## config.mk

```make
export PLATFORM = sky130hd
export DESIGN_NAME = number_literal_scanner
export DESIGN_NICKNAME = d
export VERILOG_FILES = /design/src/rtl/nls_pkg.sv /design/src/rtl/number_literal_scanner.sv
export VERILOG_INCLUDE_DIRS = /design/src /design/src/rtl
export SDC_FILE = /design/constraint.sdc
export NUM_CORES = 1
export LEC_CHECK = 0
export BUFFER_PORTS_ARGS = -buffer_cell sky130_fd_sc_hd__buf_2
export CAP_MARGIN = 20
export CORE_MARGIN = 4
export CORE_UTILIZATION = 60
export CTS_CLUSTER_SIZE = 10
export DETAILED_ROUTE_END_ITERATION = 10
export GPL_ROUTABILITY_DRIVEN = 0
export PLACE_DENSITY_LB_ADDON = 0.3
export SYNTH_ARGS = -nofsm -noshare
export SYNTH_HDL_FRONTEND = slang
export SYNTH_SLANG_ARGS = --single-unit
```

## constraint.sdc

```tcl
create_clock -name clk -period 15.7 [get_ports clk]
set_input_delay 3.14 -clock clk [delete_from_list [all_inputs] [get_ports clk]]
set_output_delay 3.14 -clock clk [all_outputs]
set_load 0.05 [all_outputs]
```

## src/rtl/assert_macros.svh

```systemverilog
// Assertion macros shared by the RTL of the numeric literal scanner.
// No dependencies; define ASSERT_OFF to compile the checks out.
`ifndef ASSERT_MACROS_SVH
`define ASSERT_MACROS_SVH

`ifndef ASSERT_OFF
// expr must hold at every clock edge outside reset
`define AST_HOLDS(lbl, clk, rst, expr, msg) \
  lbl: assert property (@(posedge clk) disable iff (rst) (expr)) else $error(msg);
// whenever pre holds, post must hold at the next edge
`define AST_NEXT(lbl, clk, rst, pre, post, msg) \
  lbl: assert property (@(posedge clk) disable iff (rst) (pre) |=> (post)) else $error(msg);
`else
`define AST_HOLDS(lbl, clk, rst, expr, msg)
`define AST_NEXT(lbl, clk, rst, pre, post, msg)
`endif

`endif

```

## src/rtl/nls_pkg.sv

```systemverilog
// Types, codes and character helpers for the numeric literal scanner.
// No dependencies.
`timescale 1ns / 1ps

package nls_pkg;

  typedef enum logic [2:0] {
    PH_IDLE,
    PH_ZERO,
    PH_INT,
    PH_DOT,
    PH_FRAC,
    PH_SKIP_INT,
    PH_SKIP_FRAC
  } phase_t;

  typedef enum logic [1:0] {
    BASE_DEC,
    BASE_BIN,
    BASE_OCT,
    BASE_HEX
  } base_t;

  typedef enum logic [1:0] {
    KIND_INT,
    KIND_REAL,
    KIND_BAD_INT,
    KIND_BAD_REAL
  } kind_t;

  localparam logic [1:0] REPLAY_ONE = 2'd1;
  localparam logic [1:0] REPLAY_TWO = 2'd2;

  localparam logic [7:0] CH_UNDER = 8'h5F;  // '_'
  localparam logic [7:0] CH_DOT   = 8'h2E;  // '.'
  localparam logic [7:0] CH_B     = 8'h62;  // 'b'
  localparam logic [7:0] CH_O     = 8'h6F;  // 'o'
  localparam logic [7:0] CH_D     = 8'h64;  // 'd'
  localparam logic [7:0] CH_X     = 8'h78;  // 'x'
  localparam logic [7:0] CH_0     = 8'h30;
  localparam logic [7:0] CH_1     = 8'h31;
  localparam logic [7:0] CH_7     = 8'h37;
  localparam logic [7:0] CH_9     = 8'h39;
  localparam logic [7:0] CH_UA    = 8'h41;
  localparam logic [7:0] CH_UF    = 8'h46;
  localparam logic [7:0] CH_UZ    = 8'h5A;
  localparam logic [7:0] CH_LA    = 8'h61;
  localparam logic [7:0] CH_LF    = 8'h66;
  localparam logic [7:0] CH_LZ    = 8'h7A;

  typedef struct packed {
    logic [7:0] ch;
    logic       first;
  } char_word_t;

  typedef struct packed {
    kind_t              kind;
    logic [4:0]         radix;
    logic signed [31:0] int_value;
    logic signed [31:0] frac_value;
    logic [7:0]         frac_places;
    logic [1:0]         replay;
  } tok_word_t;

  function automatic logic [4:0] radix_of(base_t b);
    unique case (b)
      BASE_BIN: radix_of = 5'd2;
      BASE_OCT: radix_of = 5'd8;
      BASE_HEX: radix_of = 5'd16;
      default:  radix_of = 5'd10;
    endcase
  endfunction

  function automatic logic is_dec(logic [7:0] c);
    is_dec = (c >= CH_0) && (c <= CH_9);
  endfunction

  function automatic logic is_alnum(logic [7:0] c);
    is_alnum = is_dec(c) || ((c >= CH_LA) && (c <= CH_LZ)) ||
               ((c >= CH_UA) && (c <= CH_UZ));
  endfunction

  // {valid, value} of c as a digit of base b
  function automatic logic [4:0] digit_of(base_t b, logic [7:0] c);
    logic [7:0] lo;
    logic [7:0] ua;
    logic [7:0] la;
    lo = c - CH_0;
    ua = c - CH_UA + 8'd10;
    la = c - CH_LA + 8'd10;
    digit_of = 5'd0;
    unique case (b)
      BASE_BIN: if ((c | 8'h01) == CH_1) digit_of = {1'b1, lo[3:0]};
      BASE_OCT: if ((c | 8'h07) == CH_7) digit_of = {1'b1, lo[3:0]};
      BASE_HEX: begin
        if (is_dec(c)) digit_of = {1'b1, lo[3:0]};
        else if ((c >= CH_UA) && (c <= CH_UF)) digit_of = {1'b1, ua[3:0]};
        else if ((c >= CH_LA) && (c <= CH_LF)) digit_of = {1'b1, la[3:0]};
      end
      default: if (is_dec(c)) digit_of = {1'b1, lo[3:0]};
    endcase
  endfunction

endpackage

```

## src/rtl/number_literal_scanner.sv

```systemverilog
// Numeric literal scanner: per-character classify, shift-add and phase update.
// Depends on nls_pkg and assert_macros.svh.
//
// Usage:
//   char channel: one source character a word (ch, first). first marks the
//   start of a literal; ch = 0 marks end of line and ends any literal.
//   tok channel: one token word when a literal ends: kind, radix, integer
//   part, fraction numerator, fraction digit count and replay, the count of
//   trailing characters the lexer must read again.
//   Token timing: the token for the terminating character is registered and
//   valid in the cycle after that character is accepted.
//   Throughput: one character a cycle while char_stall is low; all work
//   for a character is one pass through the classify and shift-add logic
//   into the state and token registers.
//   Stall: a token waiting under tok_stall holds the token register; the char
//   channel stalls only while that token is held, so one character can be
//   taken in the cycle the token drains.
//   Reset: phase returns to idle, accumulators clear, no token is valid.
`timescale 1ns / 1ps
`include "assert_macros.svh"

module number_literal_scanner
  import nls_pkg::*;
#(
  parameter int VALUE_WIDTH = 32
) (
  input  logic       clk,
  input  logic       rst,
  input  logic       char_valid,
  output logic       char_stall,
  input  char_word_t char_word,
  output logic       tok_valid,
  input  logic       tok_stall,
  output tok_word_t  tok_word
);

  localparam int VW = VALUE_WIDTH;

  phase_t          phase, phase_next;
  base_t           base_code, base_next;
  logic [VW-1:0]   int_acc, int_next;
  logic [VW-1:0]   frac_acc, frac_next;
  logic [7:0]      frac_count, count_next;

  logic            accept;
  logic            emit;
  kind_t           emit_kind;
  logic [1:0]      emit_replay;
  logic            do_int;
  logic            do_frac;
  logic [7:0]      c;
  logic [7:0]      dec_val;
  logic [4:0]      dig;
  logic [VW-1:0]   mac_in;
  logic [VW-1:0]   mac_out;
  tok_word_t       tok_next;

  assign c          = char_word.ch;
  assign dec_val    = c - CH_0;
  assign char_stall = tok_valid & tok_stall;
  assign accept     = char_valid & ~char_stall;
  assign dig        = digit_of(base_code, c);

  // acc * radix + digit, as shifts
  always_comb begin
    unique case (base_code)
      BASE_BIN: mac_out = mac_in << 1;
      BASE_OCT: mac_out = mac_in << 3;
      BASE_HEX: mac_out = mac_in << 4;
      default:  mac_out = (mac_in << 3) + (mac_in << 1);
    endcase
    mac_out = mac_out + {{(VW-4){1'b0}}, dig[3:0]};
  end

  assign mac_in = (phase == PH_DOT || phase == PH_FRAC) ? frac_acc : int_acc;

  always_comb begin
    phase_next  = phase;
    base_next   = base_code;
    int_next    = int_acc;
    frac_next   = frac_acc;
    count_next  = frac_count;
    emit        = 1'b0;
    emit_kind   = KIND_INT;
    emit_replay = REPLAY_ONE;
    do_int      = 1'b0;
    do_frac     = 1'b0;

    if (char_word.first) begin
      base_next  = BASE_DEC;
      int_next   = '0;
      frac_next  = '0;
      count_next = '0;
      if (is_dec(c) && c != CH_0) begin
        int_next   = {{(VW-4){1'b0}}, dec_val[3:0]};
        phase_next = PH_INT;
      end else if (c == CH_0) begin
        phase_next = PH_ZERO;
      end else if (c == CH_DOT) begin
        phase_next = PH_DOT;
      end else begin
        phase_next = PH_IDLE;
      end
    end else begin
      unique case (phase)
        PH_ZERO: begin
          phase_next = PH_INT;
          if (c == CH_B) base_next = BASE_BIN;
          else if (c == CH_O) base_next = BASE_OCT;
          else if (c == CH_D) base_next = BASE_DEC;
          else if (c == CH_X) base_next = BASE_HEX;
          else do_int = 1'b1;
        end
        PH_INT: do_int = 1'b1;
        PH_DOT: begin
          if (c == CH_DOT) begin
            emit        = 1'b1;
            emit_replay = REPLAY_TWO;
          end else begin
            phase_next = PH_FRAC;
            do_frac    = 1'b1;
          end
        end
        PH_FRAC: do_frac = 1'b1;
        PH_SKIP_INT: begin
          if (!is_alnum(c)) begin
            emit      = 1'b1;
            emit_kind = KIND_BAD_INT;
          end
        end
        PH_SKIP_FRAC: begin
          if (!is_alnum(c)) begin
            emit      = 1'b1;
            emit_kind = KIND_BAD_REAL;
          end
        end
        default: phase_next = PH_IDLE;
      endcase

      if (do_int && c != CH_UNDER) begin
        if (dig[4]) int_next = mac_out;
        else if (is_alnum(c)) phase_next = PH_SKIP_INT;
        else if (c == CH_DOT) phase_next = PH_DOT;
        else emit = 1'b1;
      end

      if (do_frac && c != CH_UNDER) begin
        if (dig[4]) begin
          frac_next = mac_out;
          if (frac_count != 8'hFF) count_next = frac_count + 8'd1;
        end else if (is_alnum(c)) begin
          phase_next = PH_SKIP_FRAC;
        end else begin
          emit      = 1'b1;
          emit_kind = KIND_REAL;
        end
      end

      if (emit) begin
        phase_next = PH_IDLE;
        base_next  = BASE_DEC;
        int_next   = '0;
        frac_next  = '0;
        count_next = '0;
      end
    end
  end

  always_comb begin
    tok_next.kind        = emit_kind;
    tok_next.radix       = radix_of(base_code);
    tok_next.int_value   = '0;
    tok_next.frac_value  = '0;
    tok_next.frac_places = '0;
    tok_next.replay      = emit_replay;
    if (emit_kind == KIND_INT || emit_kind == KIND_REAL) begin
      tok_next.int_value = 32'(signed'(int_acc));
    end
    if (emit_kind == KIND_REAL) begin
      tok_next.frac_value  = 32'(signed'(frac_acc));
      tok_next.frac_places = frac_count;
    end
  end

  always_ff @(posedge clk) begin
    if (rst) begin
      phase      <= PH_IDLE;
      base_code  <= BASE_DEC;
      int_acc    <= '0;
      frac_acc   <= '0;
      frac_count <= '0;
      tok_valid  <= 1'b0;
    end else begin
      if (accept) begin
        phase      <= phase_next;
        base_code  <= base_next;
        int_acc    <= int_next;
        frac_acc   <= frac_next;
        frac_count <= count_next;
      end
      if (accept && emit) begin
        tok_valid <= 1'b1;
      end else if (!tok_stall) begin
        tok_valid <= 1'b0;
      end
    end
  end

  always_ff @(posedge clk) begin
    if (accept && emit) begin
      tok_word <= tok_next;
    end
  end

  `AST_NEXT(a_emit_idle, clk, rst, accept && emit,
            phase == PH_IDLE && base_code == BASE_DEC && int_acc == '0,
            "scanner not idle after a token")
  `AST_HOLDS(a_frac_phase, clk, rst,
             frac_count == 8'd0 || phase == PH_FRAC || phase == PH_SKIP_FRAC,
             "fraction count outside a fraction")
  `AST_HOLDS(a_idle_clear, clk, rst,
             phase != PH_IDLE || (base_code == BASE_DEC && frac_acc == '0),
             "idle with live accumulators")
  `AST_HOLDS(a_bad_zero, clk, rst,
             !tok_valid || tok_word.kind == KIND_INT || tok_word.kind == KIND_REAL ||
             (tok_word.int_value == 32'sd0 && tok_word.frac_value == 32'sd0),
             "malformed token carries a value")
  `AST_HOLDS(a_replay_int, clk, rst,
             !tok_valid || tok_word.replay != REPLAY_TWO ||
             (tok_word.kind == KIND_INT && tok_word.frac_places == 8'd0),
             "double dot ended a non-integer")

endmodule
```

==> Word level (Yosys, flattened, before mapping) <==
Index checks and enable logic that the tools add are counted.
{ "word_totals": {"register_bits": 159, "in_bits": 13, "wordCells": 156, "output_inout_bits": 83} }
{ "op_classes": {"n_bitwise": 4, "n_eq_ne": 22, "magnitude_cmp": 8, "mux": 75, "n_addsub": 8, "n_reduce_logical": 27} }
{ "ops": {"columns": ["operator", "count"], "rows": [
  ["2-to-1 mux 32 bit", 7],
  ["one-hot mux 32 bit (3 select lines)", 1],
  ["2-to-1 mux 8 bit", 5],
  ["2-to-1 mux 2 bit", 17],
  ["adder 32 bit", 1],
  ["adder 32 x 4 -> 32 bit", 1],
  ["equality test 8 x 7 -> 1 bit (second input constant)", 4],
  ["less-or-equal comparator 8 x 7 -> 1 bit (second input constant)", 4],
  ["2-to-1 mux 31 bit", 1],
  ["2-to-1 mux 3 bit", 10],
  ["2-to-1 mux 5 bit", 6],
  ["one-hot mux 5 bit (3 select lines)", 2],
  ["2-to-1 mux 1 bit", 20],
  ["equality test 8 x 6 -> 1 bit (second input constant)", 2],
  ["greater-or-equal comparator 8 x 7 -> 1 bit (second input constant)", 2],
  ["nonzero test 3 bit", 5],
  ["subtractor 4 x 1 -> 4 bit (second input constant)", 3],
  ["equality test 3 bit (second input constant)", 3],
  ["logical AND 1 bit", 9],
  ["one-hot mux 3 bit (3 select lines)", 1],
  ["AND reduction 3 bit", 3],
  ["adder 4 bit (second input constant)", 2],
  ["adder 8 x 1 -> 8 bit (second input constant)", 1],
  ["greater-or-equal comparator 8 x 6 -> 1 bit (second input constant)", 1],
  ["22 further kinds", 33]
]} }

==> Logic depth before layout (Yosys ltp) <==
{ "depth": {"word_depth": 17, "depth_mapped": 20, "mapped_depth_nobuf": 20} }

==> Worst setup path after synthesis <==
OpenSTA, ideal clock, no wires.
{ "synth_path": {"kind": "input to register", "startpoint": "in char_word[2] in the netlist's numbering", "endpoint": "reg tok_word[0] in the netlist's numbering, enable pin", "path_slack_ps": 4802, "required_ps": 15084, "n_path_buf": 1, "cell_stages": 9, "arrival_ps": 10282, "setup_time_ps": 616, "path_cell_list": "clkbuf_1 > inv_1 > ha_1 > or3b_2 > o311ai_0 > a221o_1 > nand2_1 > a2bb2oi_1 > nor3_1"} }
{ "synth_between": {"elab_chain_cells": 16, "word_cells_on_any_way": 52, "cone_classes": "order compare (8); eq/ne (7); mux (27); reduce/logical (10)"} }
{ "synth_lines": {"columns": ["item", "line_no", "source"], "rows": [
  ["start, declared", "number_literal_scanner.sv:31", "input char_word_t char_word,"],
  ["greater-or-equal comparator 8 x 6 -> 1 bit (tied with other cells)", "nls_pkg.sv:75", "is_dec = (c >= CH_0) && (c <= CH_9);"],
  ["logical AND 1 bit, on equally long branches", "nls_pkg.sv:75, nls_pkg.sv:79", null],
  ["logical OR 1 bit (2 in series)", "nls_pkg.sv:79", "is_alnum = is_dec(c) || ((c >= CH_LA) && (c <= CH_LZ)) ||"],
  ["2-to-1 mux 1 bit", "number_literal_scanner.sv:126, number_literal_scanner.sv:132", null],
  ["one-hot mux 1 bit (2 select lines)", "number_literal_scanner.sv:105", "unique case (phase)"],
  ["2-to-1 mux 1 bit", "number_literal_scanner.sv:143", "else if (c == CH_DOT) phase_next = PH_DOT;"],
  ["2-to-1 mux 1 bit", "number_literal_scanner.sv:142", "else if (is_alnum(c)) phase_next = PH_SKIP_INT;"],
  ["2-to-1 mux 1 bit", "number_literal_scanner.sv:141", "if (dig[4]) int_next = mac_out;"],
  ["2-to-1 mux 1 bit", "number_literal_scanner.sv:140", "if (do_int && c != CH_UNDER) begin"],
  ["2-to-1 mux 1 bit", "number_literal_scanner.sv:151", "end else if (is_alnum(c)) begin"],
  ["2-to-1 mux 1 bit", "number_literal_scanner.sv:148", "if (dig[4]) begin"],
  ["2-to-1 mux 1 bit *", "number_literal_scanner.sv:147", "if (do_frac && c != CH_UNDER) begin"],
  ["2-to-1 mux 1 bit * (2 in series)", "number_literal_scanner.sv:89", "if (char_word.first) begin"],
  ["logical AND 1 bit *", "number_literal_scanner.sv:210", "if (accept && emit) begin"],
  ["end signal, assigned", "number_literal_scanner.sv:211", "tok_word <= tok_next;"],
  ["end, declared", "number_literal_scanner.sv:34", "output tok_word_t tok_word"]
]} }
Mark *: on every way between the ends. The rest lies on a longest branch, timed or not. The select of a mux whose other input is x is not followed.
A chain may end at the register's enable or synchronous reset.

==> Worst setup path after layout <==
{ "layout_path": {"startpoint": "in char_word[1] in the netlist's numbering", "endpoint": "reg int_acc[31]"} }
{ "layout_between": {"elab_chain_cells": 16, "word_cells_on_any_way": 63, "cone_classes": "add/sub (6); order compare (8); eq/ne (6); mux (31); reduce/logical (12)"} }
{ "layout_lines": {"columns": ["item", "line_no", "source"], "rows": [
  ["branches (longest 16 deep; another with adder 32 x 4 -> 32 bit)", null, null],
  ["end signal, assigned", "number_literal_scanner.sv:197", "int_acc <= int_next;"],
  ["end, declared", "number_literal_scanner.sv:41", "logic [VW-1:0] int_acc, int_next;"]
]} }
Parallel ways; which one is timed is not known. The select of a mux whose other input is x is not followed.

==> run_results.csv <==
group,metric,value,unit
sta,fin_setup_tns,0,ns
synthesis,yosysTopAreaCell,"edfxtp_1",
synthesis,avgSynthCellArea,8.864,um^2
cells_and_area,n_fill_cell,1316,
synthesis,async_flop_share,0,
detailed_routing,drt-pass1-iter-count,6,
synthesis,ys_seq_area_frac,0.3822,
synthesis,ys_warn_count,0,
sta,worst_pin_slew,1.147,ns
die,initial_utilization,0.6162,
sta,drv_slew,0,
synthesis,synth_edf_count,79,
clock_network,clockBufferDepth,2,
cells_and_area,final_nets,1265,
clock_network,clock_insertion_delay_worst_skew,0.43,ns
worst_hold_path,min_from,"int_acc[31]$_SDFFE_PP0P_",
clock_network,post_cts.repair.setup_buffers,0,
synthesis,synth_cells,1161,
clock_network,cts-root-buf,"clkbuf_16",
detailed_routing,dr.first_iter.drc_count,1155,
setup_path,arrival,7.18,ns
detailed_routing,wl_met2,12520,um
detailed_routing,routed_via_density,6.419,
detailed_routing,ant_nets,0,
cells_and_area,syn_to_final_growth,10.48,%
global_routing,grt_pass1_wl,45310,um
setup_path,end_kind,"flop",
setup_path,worstReg2RegStart,"phase[2]$_SDFFE_PP0P_",
sta,whs,0.4763,ns
setup_path,crit_chain,"buf_2, inv_1, ha_1, nand3b_1, a22oi_1, o22ai_1, nand3_1, a21oi_1, nor2b_1, o21ai_0, o21ai_0, inv_1, fa_1, inv_1, a21oi_1, nand4b_1, nor3_2, nand4_2, a2111oi_4, xor2_1, a32o_2",
synthesis,yosys-top-cells-area,"edfxtp_1 23%, dfxtp_1 15%, nand2_1 4.5%, ha_1 4.4%, nor2_1 4.4%",
clock_network,cts.repair.resized,0,
detailed_routing,highest_layer,"met4",
pwr,power,977.2,uW
setup_path,cp.depth,21,
sta,rsz0062_at_grt,"no",
detailed_routing,wirelength_met1,12150,um
synthesis,synth_seq_cells,157,
synthesis,synth_top_area_frac,0.2305,
global_routing,grt_pass1_vias,8583,
placement,placed_cells,1415,
die,die_x,139.0,um
detailed_routing,wl_per_cell,19.26,um
detailed_routing,drc,0,
global_routing,antenna_found_initial,0,
cells_and_area,layout-drive-gt1-share,0.1524,
clock_network,htree_levels,4,
die,fp.dieH,139.0,um
pwr,leakage,0.004508,uW
die,dieArea,0.01931,mm^2
setup_path,critPathLaunchType,"input port",
cells_and_area,antenna_cells,0,
worst_hold_path,hold-path-cell-count,1,
detailed_routing,wl,27880,um
sta,period_needed,6.864,ns
setup_path,worstSetupStartpoint,"char_word[1]",
cells_and_area,layout_common_cells,"123 x nand2_1, 120 x nor2_1, 93 x buf_2, 81 x a21oi_1, 79 x edfxtp_1",
clock_network,clk_pin_slew,0.06,ns
detailed_routing,vias,9289,
setup_path,slowest_stage,"fa_1",
worst_hold_path,holdCritPathClass,"flop to flop",
cells_and_area,final_cells,1447,
placement,hpwl,19650,um
setup_path,cp_top_family,"compound AO/OA/AOI/OAI gates",
flow_run,drv_cap,0,
setup_path,required,16.01,ns
status,status,"finished clean",
global_routing,grtUsageTotal,0.2830,
setup_path,slowest_delay,0.46,ns
clock_network,hold_buffers,0,
die,rows,47,
sta,finalSetupViolations,0,
setup_path,cpMostUsedCell,"inv_1",
setup_path,r2r_cells,18,
global_routing,grt.overflow.total,0,
sta,max_freq,145.7,MHz
synthesis,ys_types,82,
sta,timing.final.crit_share,0.4372,
clock_network,cts_tree,"yes",
sta,fin_worst_skew,0.01378,ns
global_routing,grt_max_degree,77,
sta,slew_headroom,0.2325,
sta,finalHoldViolations,0,
die,core-area,0.01670,mm^2
setup_path,crit_type,"input port to flop",
cells_and_area,final_common_cell,"nand2_1",
synthesis,synth_area,0.01029,mm^2
clock_network,cts.sinks,157,
synthesis,ys.flop_type,"edfxtp_1",
clock_network,cts_buffers,17,
pwr,p_per_area,85.95,mW/mm^2
pwr,vdd_drop_max,86.66,uV
setup_path,critPathBufInv,4,
detailed_routing,dr_wl_met3,2796,um
setup_path,worst-path-max-fanout,8,
placement,portBuffers,93,
die,io_pins,96,
## registers in the layout, summed over array words and instances (netlist names)
register and cells:
tok_valid 1, phase 3, frac_count 8, int_acc 32, tok_word 79, frac_acc 32, base_code 2
## report_power, final
group	internal [uW]	switching, uW	leakage [uW]
sequential	438	5.19	0.00135
clock	223	176	0.000270
combinational	36.9	98.1	0.00289
total	697	280	0.00451
## cells by family after synthesis
group | share of synthesized area
simple gates | 0.2305
compound gates | 0.1891
flops | 0.3822
buf+inv | 0.04681
mux | 0.06419
xor+xnor | 0.03915
fa+ha+maj | 0.04766
other cells | 0.0003644
## per-layer routing
layer | GRT usage | vias up
met3 | 0.04621 | 40
li1 | - | 4344
met2 | 0.4359 | 499
met5 | 0 | -
met4 | 0.06746 | 0
met1 | 0.4200 | 4406
## layout make-up
| class | count | area, um^2 | share of cell area |
|---|---|---|---|
| multi-input cells | 897 | 5906 | 0.5194 |
| flip-flops and latches | 157 | 3934 | 0.3460 |
| repair buffers | 104 | 548.0 | 0.04820 |
| clock buffers | 19 | 432.9 | 0.03808 |
| well taps | 220 | 275.3 | 0.02421 |
| inverters | 37 | 138.9 | 0.01222 |
| clock inverters | 13 | 135.1 | 0.01189 |
## synth_stat cells, types with 7 or more instances
library cell / instances
o21ai_0: 63
mux4_2: 13
a211oi_1: 14
a21oi_1: 81
or3_1: 13
inv_1: 37
and3_1: 9
dfxtp_1: 78
o21a_1: 11
nand3_1: 23
mux2i_1: 21
nand2_1: 123
and2_1: 44
a22oi_1: 20
nor4_1: 7
nand3b_1: 9
o22ai_1: 7
nor3_1: 31
o211ai_1: 14
buf_4: 12
xor2_1: 22
xnor2_1: 24
mux2_2: 14
nand2b_1: 7
a21o_1: 13
nand4_1: 21
ha_1: 36
a31oi_1: 9
nor2_1: 120
edfxtp_1: 79
clkbuf_1: 52
o31ai_1: 7
nor2b_1: 36
## path summary, 6_finish.rpt
kind | end | slack [ns]
max | int_acc[31]$_SDFFE_PP0P_ | 8.84
min | int_acc[31]$_SDFFE_PP0P_ | 0.48
max reg2reg | int_acc[31]$_SDFFE_PP0P_ | 9.44
min reg2reg | int_acc[31]$_SDFFE_PP0P_ | 0.48
## metrics by stage
stage | setup WS [ns] | util | cell area [um^2]
2_1_floorplan | 4.802 | - | 10290
3_3_place_gp | 8.618 | 0.6468 | 10800
3_5_place_dp | 8.461 | 0.6468 | 10800
4_1_cts | 8.889 | 0.6808 | 11370
5_1_grt | 8.479 | 0.6808 | 11370
6_report | 8.836 | 0.6808 | 11370
Note: power is estimated with default switching activity, not from simulation.
